$ cat src/hdl/addressed_frame_receiver_macros.svh
// Assertion macros shared by the frame receiver.
`ifndef ADDRESSED_FRAME_RECEIVER_MACROS_SVH
`define ADDRESSED_FRAME_RECEIVER_MACROS_SVH

// Same-cycle implication, disabled while reset is high.
`define AFR_ASSERT_NOW(label, clk, rst, ante, cons, msg) \
  label: assert property (@(posedge clk) disable iff (rst) (ante) |-> (cons)) \
    else $error(msg);

// Next-cycle implication, disabled while reset is high.
`define AFR_ASSERT_NEXT(label, clk, rst, ante, cons, msg) \
  label: assert property (@(posedge clk) disable iff (rst) (ante) |=> (cons)) \
    else $error(msg);

`endif

$ cat src/hdl/afr_pkg.sv
`timescale 1ns / 1ps
package afr_pkg;

  // Frame store geometry and command limit.
  localparam int BUFFER_SIZE = 64;
  localparam int MAX_COMMAND = 64;
  localparam int FILL_W = $clog2(BUFFER_SIZE);
  localparam int LEN_W = 6;
  localparam int CMP_W = 10;

  // Framing bytes.
  localparam logic [7:0] START_BYTE = 8'hAA;
  localparam logic [7:0] END_BYTE = 8'h55;
  localparam logic [7:0] BCAST_ID = 8'hFF;
  localparam int MIN_FRAME = 4;
  localparam int HDR_BYTES = 3;

  // Controller states.
  typedef enum logic [1:0] {
    S_IDLE,
    S_READ,
    S_DATA,
    S_HDR
  } afr_state_t;

  // Commands from the controller to the datapath.
  typedef struct packed {
    logic take;
    logic start_drain;
    logic rd;
    logic advance;
    logic show_data;
  } ctrl_cmd_t;

  // Status from the datapath to the controller.
  typedef struct packed {
    logic close;
    logic addressed;
    logic payload_ok;
    logic last_item;
  } dp_status_t;

endpackage

$ cat src/hdl/addressed_frame_receiver.sv
// Input bytes are taken only in the idle state; no request is accepted while a frame's results drain.
// A closing byte for this address moves to a store read state, then to a present state that
// offers a payload result; each further result repeats read, then present, and stalls hold present.
// A header-only result appears in the cycle after the closing byte.
// Synchronous active-high reset clears the fill count, state and address to zero.
`timescale 1ns / 1ps
`include "addressed_frame_receiver_macros.svh"
module addressed_frame_receiver import afr_pkg::*; (
  input  logic       clk,
  input  logic       rst,
  input  logic       cfg_we,
  input  logic [7:0] cfg_data,
  input  logic       in_valid,
  output logic       in_stall,
  input  logic [7:0] rx_byte,
  output logic       out_valid,
  input  logic       out_stall,
  output logic [7:0] target_id,
  output logic       is_broadcast,
  output logic [7:0] command_type,
  output logic [5:0] payload_length,
  output logic       payload_valid,
  output logic [7:0] payload_byte,
  output logic       last
);

  ctrl_cmd_t  cmd;
  dp_status_t status;

  // Sequencer for byte intake and payload drain.
  afr_controller u_ctrl (
    .clk      (clk),
    .rst      (rst),
    .in_valid (in_valid),
    .in_stall (in_stall),
    .out_valid(out_valid),
    .out_stall(out_stall),
    .status   (status),
    .cmd      (cmd)
  );

  // Frame store, header registers and result fields.
  afr_datapath u_dp (
    .clk           (clk),
    .rst           (rst),
    .cfg_we        (cfg_we),
    .cfg_data      (cfg_data),
    .rx_byte       (rx_byte),
    .cmd           (cmd),
    .status        (status),
    .target_id     (target_id),
    .is_broadcast  (is_broadcast),
    .command_type  (command_type),
    .payload_length(payload_length),
    .payload_valid (payload_valid),
    .payload_byte  (payload_byte),
    .last          (last)
  );

  // Intake is held off for as long as a result is on offer.
  `AFR_ASSERT_NOW(a_stall_while_out, clk, rst, out_valid, in_stall, "input taken during drain")
  // A header-only result is always the last one and carries a zero byte.
  `AFR_ASSERT_NOW(a_hdr_last, clk, rst, out_valid && !payload_valid, last && (payload_byte == 8'h00), "bad header-only result")
  // The last result of a run ends the drain.
  `AFR_ASSERT_NEXT(a_run_end, clk, rst, out_valid && last && !out_stall, !out_valid, "result after last")

endmodule

$ cat src/hdl/afr_ram.sv
`timescale 1ns / 1ps
module afr_ram #(
  parameter int WIDTH = 8,
  parameter int DEPTH = 64
) (
  input  logic                     clk,
  input  logic                     we,
  input  logic [$clog2(DEPTH)-1:0] waddr,
  input  logic [WIDTH-1:0]         wdata,
  input  logic                     re,
  input  logic [$clog2(DEPTH)-1:0] raddr,
  output logic [WIDTH-1:0]         rdata
);

  logic [WIDTH-1:0] mem [DEPTH];

  // One write port and one registered read port; read data holds between reads.
  always_ff @(posedge clk) begin
    if (we) begin
      mem[waddr] <= wdata;
    end
    if (re) begin
      rdata <= mem[raddr];
    end
  end

endmodule

$ cat src/hdl/afr_datapath.sv
`timescale 1ns / 1ps
module afr_datapath import afr_pkg::*; (
  input  logic         clk,
  input  logic         rst,
  input  logic         cfg_we,
  input  logic [7:0]   cfg_data,
  input  logic [7:0]   rx_byte,
  input  ctrl_cmd_t    cmd,
  output dp_status_t   status,
  output logic [7:0]   target_id,
  output logic         is_broadcast,
  output logic [7:0]   command_type,
  output logic [5:0]   payload_length,
  output logic         payload_valid,
  output logic [7:0]   payload_byte,
  output logic         last
);

  logic [7:0]        device_address;
  logic [FILL_W-1:0] fill;
  logic [FILL_W-1:0] fill_next;
  logic [7:0]        frame_id;
  logic [7:0]        frame_cmd;
  logic [FILL_W-1:0] len;
  logic [FILL_W-1:0] idx;
  logic [7:0]        rdata;
  logic              is_start;
  logic              in_range;
  logic              store_we;
  logic [FILL_W-1:0] store_waddr;
  logic [FILL_W-1:0] store_raddr;

  // Byte classification against the current fill.
  assign is_start = (rx_byte == START_BYTE);
  assign in_range = (fill != '0) && (fill < FILL_W'(BUFFER_SIZE - 1));

  // Close and payload checks use the fill before this byte is counted.
  assign status.close = !is_start && in_range && (rx_byte == END_BYTE) &&
                        (fill >= FILL_W'(MIN_FRAME - 1));
  assign status.addressed = (frame_id == device_address) || (frame_id == BCAST_ID);
  assign status.payload_ok = (fill > FILL_W'(MIN_FRAME - 1)) &&
                             (CMP_W'(fill) <= CMP_W'(MAX_COMMAND));
  assign status.last_item = (idx == (len - FILL_W'(1)));

  // Next fill count.
  always_comb begin
    if (is_start) begin
      fill_next = FILL_W'(1);
    end else if (in_range && !status.close) begin
      fill_next = fill + FILL_W'(1);
    end else begin
      fill_next = '0;
    end
  end

  // Control registers: configured address and fill count.
  always_ff @(posedge clk) begin
    if (rst) begin
      device_address <= 8'h00;
      fill <= '0;
    end else begin
      if (cfg_we) begin
        device_address <= cfg_data;
      end
      if (cmd.take) begin
        fill <= fill_next;
      end
    end
  end

  // Header capture, payload length and drain index.
  always_ff @(posedge clk) begin
    if (cmd.take && !is_start && in_range) begin
      if (fill == FILL_W'(1)) begin
        frame_id <= rx_byte;
      end
      if (fill == FILL_W'(2)) begin
        frame_cmd <= rx_byte;
      end
    end
    if (cmd.start_drain) begin
      len <= fill - FILL_W'(MIN_FRAME - 1);
      idx <= '0;
    end else if (cmd.advance) begin
      idx <= idx + FILL_W'(1);
    end
  end

  // Frame store write and payload read addresses.
  assign store_we = cmd.take && (is_start || in_range);
  assign store_waddr = is_start ? '0 : fill;
  assign store_raddr = FILL_W'(HDR_BYTES) + idx;

  afr_ram #(
    .WIDTH(8),
    .DEPTH(BUFFER_SIZE)
  ) u_store (
    .clk  (clk),
    .we   (store_we),
    .waddr(store_waddr),
    .wdata(rx_byte),
    .re   (cmd.rd),
    .raddr(store_raddr),
    .rdata(rdata)
  );

  // Result fields.
  assign target_id = frame_id;
  assign is_broadcast = (frame_id == BCAST_ID);
  assign command_type = frame_cmd;
  assign payload_length = len[LEN_W-1:0];
  assign payload_valid = cmd.show_data;
  assign payload_byte = cmd.show_data ? rdata : 8'h00;
  assign last = cmd.show_data ? status.last_item : 1'b1;

endmodule

$ cat src/hdl/afr_controller.sv
`timescale 1ns / 1ps
module afr_controller import afr_pkg::*; (
  input  logic       clk,
  input  logic       rst,
  input  logic       in_valid,
  output logic       in_stall,
  output logic       out_valid,
  input  logic       out_stall,
  input  dp_status_t status,
  output ctrl_cmd_t  cmd
);

  afr_state_t state;
  afr_state_t state_next;

  // State register.
  always_ff @(posedge clk) begin
    if (rst) begin
      state <= S_IDLE;
    end else begin
      state <= state_next;
    end
  end

  // Next state and commands.
  always_comb begin
    state_next = state;
    cmd = '0;
    in_stall = 1'b1;
    out_valid = 1'b0;
    unique case (state)
      S_IDLE: begin
        in_stall = 1'b0;
        cmd.take = in_valid;
        if (in_valid && status.close && status.addressed) begin
          cmd.start_drain = 1'b1;
          state_next = status.payload_ok ? S_READ : S_HDR;
        end
      end
      S_READ: begin
        cmd.rd = 1'b1;
        state_next = S_DATA;
      end
      S_DATA: begin
        out_valid = 1'b1;
        cmd.show_data = 1'b1;
        if (!out_stall) begin
          if (status.last_item) begin
            state_next = S_IDLE;
          end else begin
            cmd.advance = 1'b1;
            state_next = S_READ;
          end
        end
      end
      S_HDR: begin
        out_valid = 1'b1;
        if (!out_stall) begin
          state_next = S_IDLE;
        end
      end
    endcase
  end

endmodule
$ cat config.mk
export PLATFORM = sky130hd
export DESIGN_NAME = addressed_frame_receiver
export DESIGN_NICKNAME = d
export VERILOG_FILES = /design/src/hdl/afr_pkg.sv /design/src/hdl/addressed_frame_receiver.sv /design/src/hdl/afr_ram.sv /design/src/hdl/afr_datapath.sv /design/src/hdl/afr_controller.sv
export VERILOG_INCLUDE_DIRS = /design/src /design/src/hdl
export SDC_FILE = /design/constraint.sdc
export NUM_CORES = 1
export LEC_CHECK = 0
export BUFFER_PORTS_ARGS = -buffer_cell sky130_fd_sc_hd__buf_2
export CELL_PAD_IN_SITES_DETAIL_PLACEMENT = 1
export CELL_PAD_IN_SITES_GLOBAL_PLACEMENT = 2
export CORE_ASPECT_RATIO = 1.2
export CORE_UTILIZATION = 43
export CTS_BUF_LIST = sky130_fd_sc_hd__clkbuf_16
export DETAILED_ROUTE_END_ITERATION = 10
export PLACE_DENSITY = 0.81
export SLEW_MARGIN = 5
export SYNTH_ARGS = -nofsm -noshare
export SYNTH_HDL_FRONTEND = slang
export SYNTH_SLANG_ARGS = --single-unit
$ cat constraint.sdc
create_clock -name clk -period 3.6 [get_ports clk]
set_clock_uncertainty 0.15 [all_clocks]
set_input_delay 0.54 -clock clk [delete_from_list [all_inputs] [get_ports clk]]
set_output_delay 0.54 -clock clk [all_outputs]
set_load 0.005 [all_outputs]
==> results of run 1 <==
critical path, stage by stage, from the launching register on:
cell and delay (ns):
dfxtp_1 0.59, inv_1 0.14, ha_1 0.21, o2bb2ai_1 0.26
nor3_1 0.36, nand3b_1 0.12, buf_4 0.19, nor2_1 0.88
power breakdown:
| part | switching [mW] | internal [mW] |
|---|---|---|
| logic | 0.138 | 0.0362 |
| clock network | 2.46 | 3.18 |
| registers | 0.00732 | 7.19 |
| total | 2.61 | 10.4 |
sequential cells by signal, summed over array words and instances (netlist names):
| register | count |
|---|---|
| u_ctrl.state | 2 |
| u_dp.u_store.mem | 512 |
| u_dp.target_id | 8 |
| u_dp.u_store.rdata | 8 |
| u_dp.idx | 6 |
| u_dp.fill | 6 |
| u_dp.payload_length | 6 |
| u_dp.device_address | 8 |
| u_dp.command_type | 8 |
cells in the mapped netlist, types with 3 or more instances:
cell / count
xor2_1: 14
nor2_1: 93
a21oi_1: 8
nor4_1: 3
or3_1: 4
nand3b_1: 5
buf_4: 8
nand4_1: 4
dfxtp_1: 22
nand3_1: 10
mux2i_1: 17
o21ai_0: 4
mux4_2: 161
clkbuf_1: 34
a22oi_1: 4
and2_1: 10
a21o_1: 4
a311oi_1: 3
a31oi_1: 3
xnor2_1: 11
nand2_1: 17
nor3_1: 8
inv_1: 10
a211oi_1: 3
ha_1: 7
nor4bb_1: 3
buf_2: 8
edfxtp_1: 542
nor2b_1: 5
worst paths after layout:
kind	to	slack, ns	cells past startpoint
max	u_dp.u_store.mem[9][0]$_DFFE_PP_	0.32	7
min reg2reg	u_dp.device_address[6]$_SDFFE_PP0P_	0.37	2
min	u_dp.device_address[1]$_SDFFE_PP0P_	0.04	3
max reg2reg	u_dp.u_store.mem[9][0]$_DFFE_PP_	0.32	7
final cells by class:
cell class / count / area (um^2) / area share (%)
Timing Repair Buffer: 122 / 878 / 3.44
Multi-Input combinational cell: 424 / 5310 / 20.8
Inverter: 10 / 37.5 / 0.147
Clock buffer: 54 / 1350 / 5.29
Sequential cell: 564 / 16700 / 65.5
Tap cell: 651 / 815 / 3.19
Clock inverter: 45 / 409 / 1.60
logic make-up (layout without fill, tap and decap cells):
kind of cell             Yosys count  after routing  synth area share [%]
flip-flops                       564            564                  75.1
multiplexers                     182            182                  17.4
AND/OR/NAND/NOR                  173            173                  3.70
buffers and inverters             63            231                  1.28
AO/OA/AOI/OAI                     37             37                  1.19
XOR/XNOR                          25             25                 0.983
adder cells (fa/ha/maj)            7              7                 0.393
layer usage:
metal  vias to the layer above  GRT usage [%]  share of wire (%)
met5                         -              0                  0
met4                         0           7.32                3.2
met3                        90           2.92                5.5
met2                       339           34.7                 52
met1                      5712           26.0                 40
li1                       4596              -                  -
metrics by stage:
stage	cells	setup WS (ns)	util, %	hold slack [ns]
floorplan	1051	0.0564	-	0.331
finish	1870	0.316	49.8	0.0391
CTS	1870	0.307	49.8	0.0175
global placement	1771	0.401	46.4	0.346
detailed placement	1771	0.274	46.4	0.358
global route	1870	0.114	49.8	0.0461
==> flow_metrics.py, run 1 <==
metrics = {
    "run_status": {
        "outcome": "finished, final reports clean",
    },
    "global_routing": {
        "track_usage_pct": 20.1,
        "grt_overflow": 0,
        "grt_pass1_wl_um": 76500,
        "antenna_found_initial": 4,
        "grt_max_degree": 67,
        "grt_pass1_vias": 11400,
    },
    "layout": {
        "fin_nets": 1204,
        "final_cell_mix": "edfxtp_1 (542), mux4_2 (161), nor2_1 (93)",
        "layout_commonest_cell": "edfxtp_1",
        "area_delta_synth_final_pct": 14.6,
        "n_fill_cell": 4628,
        "fin_area_um2": 25500,
        "drive_above_1_share_pct": 30.9,
        "antenna_cells": 0,
    },
    "routing": {
        "num_vias": 10700,
        "drt-pass1-iter-count": 5,
        "antenna_left": 0,
        "wl_per_cell_um": 27.9,
        "drtIter0Drc": 1069,
        "via_per_inst": 5.74,
        "drt_wl_total_um": 52200,
        "remaining_drc_errors": 0,
    },
    "timing": {
        "fmax_ghz": 0.304,
        "setup_viol": 0,
        "period_minus_slack_ns": 3.28,
        "period_share_pct": 91.2,
        "rsz0062_at_grt": "false",
        "maxSlewHeadroom_pct": 22.3,
        "tightest_slew_ns": 1.16,
        "slew_viol_final": 0,
        "setup_tns_ns": 0,
        "finalHoldViolations": 0,
    },
    "floorplan": {
        "coreArea_um2": 51200,
        "chipWidth_um": 210,
        "num_io_pins": 56,
        "dieArea_um2": 52700,
        "start_util_pct": 43.5,
        "rows": 91,
        "die_h_um": 251,
    },
    "run": {
        "drv_cap": 0,
    },
    "clocking": {
        "cts_max_level": 2,
        "cts_root_buf": "clkbuf_16",
        "cts_sinks": 564,
        "clockBufferDepth": 3,
        "post_cts_resized": 0,
        "path_clk_slew_ns": 0.06,
        "cts_setup_buffers": 0,
        "cts_tree": "yes",
        "holdBufCountCts": 0,
        "cts_buffers": 54,
        "clk_latency_ns": 0.59,
    },
    "logic_synthesis": {
        "syn_area_per_cell_um2": 21.2,
        "synth_top_area_share_pct": 73.1,
        "yosysTopAreaCell": "edfxtp_1",
        "yosysSeqAreaShare_pct": 75.1,
        "synth-edff-count": 542,
        "synthTopCellsByArea": "edfxtp_1 (73%), mux4_2 (16%), dfxtp_1 (2.0%)",
        "ys.flop_type": "edfxtp_1",
        "async_flop_share_pct": 0,
        "synth_area_um2": 22300,
        "synth_cell_types": 49,
        "syn_inst": 1051,
        "synth_seq_cells": 564,
        "synth_nets": 1079,
        "yosys_warnings": 0,
    },
    "power": {
        "irDropWorstVdd_mv": 0.412,
        "p_leak_nw": 7.99,
        "design_power_total_mw": 13.0,
        "power_per_cell_area_nw_per_um2": 510,
    },
    "placement": {
        "io_buffers": 55,
        "gp_routability_congestion": 0.760,
        "placed_area_um2": 23800,
        "place_hpwl_um": 33100,
    },
    "setup_path": {
        "worstPathRequired_ns": 3.65,
        "cp-end-kind": "flip-flop",
        "critPathMaxFanout": 12,
        "worstReg2RegStart": "u_dp.fill[1]$_SDFFE_PP0P_",
        "timing.critical_path.arrival_ns": 3.34,
        "worst-setup-path-type": "reg2reg",
        "start_kind": "flip-flop",
        "startpoint": "u_dp.fill[1]$_SDFFE_PP0P_",
    },
    "hold_path": {
        "hp-class": "in2reg",
        "worstHoldStart": "cfg_data[1]",
    },
}
No activity file was read; power rests on OpenSTA's default activity.
==> inputs of run 2 (changes only) <==
- PLACE_DENSITY: 0.81 -> 0.73
==> flow_metrics.py, run 2 (same netlist as run 1, synthesis figures left out) <==
metrics = {
    "run_status": {
        "outcome": "finished, final reports clean",
    },
    "placement": {
        "dp.cells": 1765,
        "pre_cts_ws_ns": 0.194,
        "place_hpwl_um": 34100,
        "placed_area_um2": 23700,
        "io_buffers": 55,
        "gp_routability_congestion": 0.752,
    },
    "run": {
        "drv_cap": 0,
    },
    "timing": {
        "period_minus_slack_ns": 3.30,
        "setup_tns_ns": 0,
        "finalHoldViolations": 0,
        "period_share_pct": 91.6,
        "fin_ws_ns": 0.301,
        "fmax_ghz": 0.303,
        "rsz0062_at_grt": "false",
        "tightest_slew_ns": 1.20,
        "maxSlewHeadroom_pct": 19.9,
        "slew_viol_final": 0,
        "setup_viol": 0,
    },
    "floorplan": {
        "rows": 91,
        "dieArea_um2": 52700,
        "num_io_pins": 56,
        "coreArea_um2": 51200,
        "chipWidth_um": 210,
        "die_h_um": 251,
        "start_util_pct": 43.5,
    },
    "routing": {
        "via_per_inst": 5.73,
        "wl_per_cell_um": 28.8,
        "num_vias": 10700,
        "drt_wl_total_um": 53800,
        "remaining_drc_errors": 0,
        "antenna_left": 0,
        "drtIter0Drc": 879,
        "drt-pass1-iter-count": 5,
    },
    "setup_path": {
        "start_kind": "flip-flop",
        "cp_common_cell": "buf_4",
        "worstReg2RegStart": "u_dp.fill[1]$_SDFFE_PP0P_",
        "slowest_delay_ns": 0.92,
        "crit_family": "simple AND/OR/NAND/NOR gates",
        "timing.critical_path.arrival_ns": 3.36,
        "worst_r2r_path_depth": 8,
        "critPathMaxFanout": 8,
        "path_cells": "inv_1 > ha_1 > o2bb2ai_1 > buf_4 > nor3_1 > nand3b_1 > buf_4 > nor2_1",
        "worst-setup-path-type": "reg2reg",
        "cpMaxStageDelayCell": "nor2_1",
        "r2r-end": "u_dp.u_store.mem[57][0]$_DFFE_PP_",
        "r2r_setup_slack_ns": 0.30,
        "worstPathRequired_ns": 3.66,
        "cp-end-kind": "flip-flop",
        "cp_num_buf_inv": 3,
    },
    "layout": {
        "fin_area_um2": 25400,
        "largest_register_ffs": 512,
        "final_cell_mix": "edfxtp_1 (542), mux4_2 (161), nor2_1 (93)",
        "drive_above_1_share_pct": 29.8,
        "final_cells": 1868,
        "regMostFlops": "u_dp.u_store.mem",
        "antenna_cells": 0,
        "fin_nets": 1204,
        "n_fill_cell": 4606,
        "area_delta_synth_final_pct": 14.3,
        "layout_commonest_cell": "edfxtp_1",
    },
    "clocking": {
        "cts_buffers": 54,
        "post_cts_resized": 0,
        "cts_sinks": 564,
        "cts_tree": "yes",
        "cts_max_level": 2,
        "clockBufferDepth": 3,
        "cts_setup_buffers": 0,
        "cts_root_buf": "clkbuf_16",
        "clk_latency_ns": 0.61,
        "path_clk_slew_ns": 0.07,
    },
    "global_routing": {
        "grt_pass1_vias": 11300,
        "antenna_found_initial": 1,
        "track_usage_pct": 21.0,
        "grt_overflow": 0,
        "grt_max_degree": 67,
        "grt_pass1_wl_um": 78500,
    },
    "power": {
        "irDropWorstVdd_mv": 0.416,
        "p_leak_nw": 7.97,
        "power_per_cell_area_nw_per_um2": 504,
    },
    "hold_path": {
        "min_path_cells": 3,
        "worstHoldStart": "cfg_data[2]",
        "min_to": "u_dp.device_address[2]$_SDFFE_PP0P_",
        "hp-class": "in2reg",
    },
}
-- run 2: cell types whose count changed in the layout (fill, tap and decap cells not counted), sizes merged --
cell         before  now
inv              17   24
dlygate4sd3       0    6
buf             122  116
clkinv           27   22
clkinvlp          5    3
bufinv            6    4
-- run 2: how the worst max path moves through the flow --
stage                                   start                           endpoint  slack [ns]  cells past startpoint
floorplan            u_dp.idx[0]$_SDFFE_PP0P_    u_dp.u_store.rdata[3]$_DFFE_PP_        0.06                     11
finish              u_dp.fill[1]$_SDFFE_PP0P_  u_dp.u_store.mem[57][0]$_DFFE_PP_        0.30                      8
detailed placement                 rx_byte[3]  u_dp.u_store.mem[14][6]$_DFFE_PP_        0.19                      8
CTS                  u_dp.idx[0]$_SDFFE_PP0P_    u_dp.u_store.rdata[5]$_DFFE_PP_        0.34                      6
global route        u_dp.fill[1]$_SDFFE_PP0P_  u_dp.u_store.mem[57][3]$_DFFE_PP_        0.11                      8
global placement                   rx_byte[7]  u_dp.u_store.mem[56][1]$_DFFE_PP_        0.18                      8
-- run 2: per-stage QoR --
step,total power [mW],util (%),hold WS [ns]
5_1_grt,13.2,49.7,0.0469
6_report,12.8,49.7,0.0396
3_3_place_gp,7.51,46.3,0.347
3_5_place_dp,7.52,46.3,0.357
4_1_cts,13.0,49.7,0.0155
2_1_floorplan,7.38,-,0.331
-- run 2: final cells by class --
type	instances	area (um^2)	share of cell area, %
Sequential cell	564	16700	65.7
Clock inverter	43	327	1.28
Timing Repair Buffer	122	881	3.46
Inverter	10	37.5	0.148
Clock buffer	54	1350	5.31
Multi-Input combinational cell	424	5310	20.9
Tap cell	651	815	3.20
-- run 2: worst min-delay path, delay by kind of cell --
kind	cells	cell delay [ns]
simple gates	1	0.08
mux	1	0.06
buf+inv	1	0.08
-- run 2: power breakdown --
| group | total, mW | switching [mW] | internal [mW] | leakage, nW |
|---|---|---|---|---|
| combinational | 0.186 | 0.147 | 0.0391 | 2.07 |
| clock | 5.45 | 2.43 | 3.02 | 0.861 |
| sequential | 7.20 | 0.00609 | 7.19 | 5.04 |
| total | 12.8 | 2.59 | 10.2 | 7.97 |
-- run 2: timing repair --
item / CTS / global route
hold buffers: 6 / 0
hold endpoints to repair: 6 / 0
endpoints found under the setup margin: 0 / 0
-- run 2: layer usage --
metal | GRT usage, % | wire (um) | up-vias
li1 | - | - | 4602
met1 | 28.0 | 22000 | 5712
met2 | 35.3 | 27600 | 318
met3 | 3.62 | 2820 | 70
met4 | 6.17 | 1420 | 0
met5 | 0 | 0 | -
==> inputs of run 3 (changes only) <==
- BUFFER_PORTS_ARGS: -buffer_cell sky130_fd_sc_hd__buf_2 -> not set
- DONT_BUFFER_PORTS: not set -> 1
- PLACE_DENSITY: 0.73 -> 0.72
==> flow_metrics.py, run 3 (same netlist as run 1, synthesis figures left out) <==
metrics = {
    "run_status": {
        "outcome": "finished, final reports clean",
    },
    "layout": {
        "fin_area_um2": 26000,
        "largest_register_ffs": 512,
        "regMostFlops": "u_dp.u_store.mem",
        "fin_nets": 1207,
        "layout_commonest_cell": "edfxtp_1",
        "n_fill_cell": 4536,
        "final_cell_mix": "edfxtp_1 (542), mux4_2 (161), nor2_1 (93)",
        "area_delta_synth_final_pct": 16.8,
        "drive_above_1_share_pct": 29.3,
        "antenna_cells": 0,
        "fin_util_pct": 50.8,
    },
    "setup_path": {
        "startpoint": "u_dp.idx[1]$_SDFFE_PP0P_",
        "cp-end-kind": "flip-flop",
        "r2r_setup_slack_ns": 0.37,
        "worstPathRequired_ns": 3.78,
        "critical_path.endpoint": "u_dp.u_store.rdata[6]$_DFFE_PP_",
        "critPathMaxFanout": 22,
        "start_kind": "flip-flop",
        "path_cells": "inv_1 > ha_4 > buf_12 > buf_12 > mux4_2 > mux4_2 > mux4_1",
        "worst_r2r_path_depth": 7,
        "slowest_delay_ns": 0.53,
        "cpMaxStageDelayCell": "mux4_1",
        "worst-setup-path-type": "reg2reg",
        "worstReg2RegStart": "u_dp.idx[1]$_SDFFE_PP0P_",
        "timing.critical_path.arrival_ns": 3.41,
        "r2r-end": "u_dp.u_store.rdata[6]$_DFFE_PP_",
    },
    "clocking": {
        "clk_latency_ns": 0.61,
        "cts_buffers": 55,
        "path_clk_slew_ns": 0.06,
        "cts_setup_buffers": 0,
        "cts_tree": "yes",
        "clockBufferDepth": 3,
        "cts_root_buf": "clkbuf_16",
        "cts_max_level": 2,
        "cts_sinks": 564,
    },
    "timing": {
        "rsz0062_at_grt": "false",
        "period_share_pct": 89.8,
        "period_minus_slack_ns": 3.23,
        "slew_viol_final": 0,
        "setup_viol": 0,
        "maxSlewHeadroom_pct": 20.4,
        "fmax_ghz": 0.309,
        "setup_tns_ns": 0,
        "holdWs_ns": 0.123,
        "tightest_slew_ns": 1.19,
        "finalHoldViolations": 0,
    },
    "routing": {
        "num_vias": 10900,
        "drt-pass1-iter-count": 5,
        "antenna_left": 0,
        "drtIter0Drc": 849,
        "via_per_inst": 5.80,
        "drt_wl_total_um": 55900,
        "wl_per_cell_um": 29.8,
        "remaining_drc_errors": 0,
    },
    "global_routing": {
        "track_usage_pct": 21.8,
        "grt_pass1_vias": 11700,
        "grt_max_degree": 67,
        "grt_pass1_wl_um": 80900,
        "grt_overflow": 0,
        "antenna_found_initial": 2,
    },
    "run": {
        "drv_cap": 0,
    },
    "floorplan": {
        "dieArea_um2": 52700,
        "chipWidth_um": 210,
        "die_h_um": 251,
        "num_io_pins": 56,
        "coreArea_um2": 51200,
        "start_util_pct": 43.5,
        "rows": 91,
    },
    "placement": {
        "place_hpwl_um": 32700,
        "io_buffers": 0,
        "gp_routability_congestion": 0.746,
        "placed_area_um2": 23700,
    },
    "power": {
        "p_leak_nw": 8.19,
        "power_per_cell_area_nw_per_um2": 512,
        "irDropWorstVdd_mv": 0.454,
    },
    "hold_path": {
        "hp-class": "in2reg",
    },
}
## run 3: cell types whose count changed in the layout (fill, tap and decap cells not counted), moves of 3 or more
cell | before | now
buf_12 | 7 | 10
buf_16 | 0 | 8
buf_2 | 55 | 0
buf_4 | 54 | 86
bufinv_16 | 4 | 9
clkbuf_16 | 54 | 57
clkinv_2 | 9 | 13
dlygate4sd3_1 | 6 | 20
inv_6 | 3 | 0
## run 3: layout make-up
class	count	area, um^2	share of cell area (%)
multi-input cells	424	5320	20.4
well taps	651	815	3.13
clock inverters	45	435	1.67
flip-flops and latches	564	16700	64.3
inverters	10	37.5	0.144
repair buffers	124	1270	4.87
clock buffers	57	1430	5.48
## run 3: layer usage
layer  track usage (%)  up-vias  share of wire [%]
li1                  -     4606                  -
met1              27.2     5855                 39
met2              38.0      329                 52
met3              4.08       81                5.6
met4              7.57        0                3.1
met5                 0        -                  0
## run 3: worst max-delay path, delay by kind of cell, from the launching register on
kind       cells  cell delay, ns
buf+inv        3            0.58
mux            3            1.36
flops          1            0.43
fa+ha+maj      1            0.41
## run 3: worst min path at each step
stage	from	endpoint	slack (ns)	depth (start not counted)
after floorplan	u_dp.device_address[0]$_SDFFE_PP0P_	u_dp.device_address[0]$_SDFFE_PP0P_	0.33	2
after global placement	u_dp.device_address[5]$_SDFFE_PP0P_	u_dp.device_address[5]$_SDFFE_PP0P_	0.35	2
after detailed placement	u_dp.device_address[3]$_SDFFE_PP0P_	u_dp.device_address[3]$_SDFFE_PP0P_	0.36	2
after CTS	in_valid	u_dp.fill[5]$_SDFFE_PP0P_	0.09	2
after global routing	in_valid	u_dp.fill[5]$_SDFFE_PP0P_	0.12	2
final	in_valid	u_dp.fill[5]$_SDFFE_PP0P_	0.12	2
## run 3: power breakdown
part	internal [mW]	switching (mW)	leakage (nW)
sequential	7.19	0.00763	5.04
combinational	0.0634	0.131	2.20
clock	3.50	2.43	0.954
total	10.8	2.57	8.19
## run 3: timing repair
| item | in CTS | in global routing |
|---|---|---|
| hold buffers | 28 | 0 |
| hold endpoints to repair | 544 | 0 |
| resized for setup | 0 | 0 |
## run 3: per-stage QoR
stage | cells | power (mW) | worst slack (ns)
2_1_floorplan | 1051 | 7.38 | 0.0564
3_3_place_gp | 1745 | 7.38 | 0.444
3_5_place_dp | 1745 | 7.38 | 0.387
4_1_cts | 1875 | 13.4 | 0.360
5_1_grt | 1875 | 13.7 | 0.254
6_report | 1875 | 13.3 | 0.367
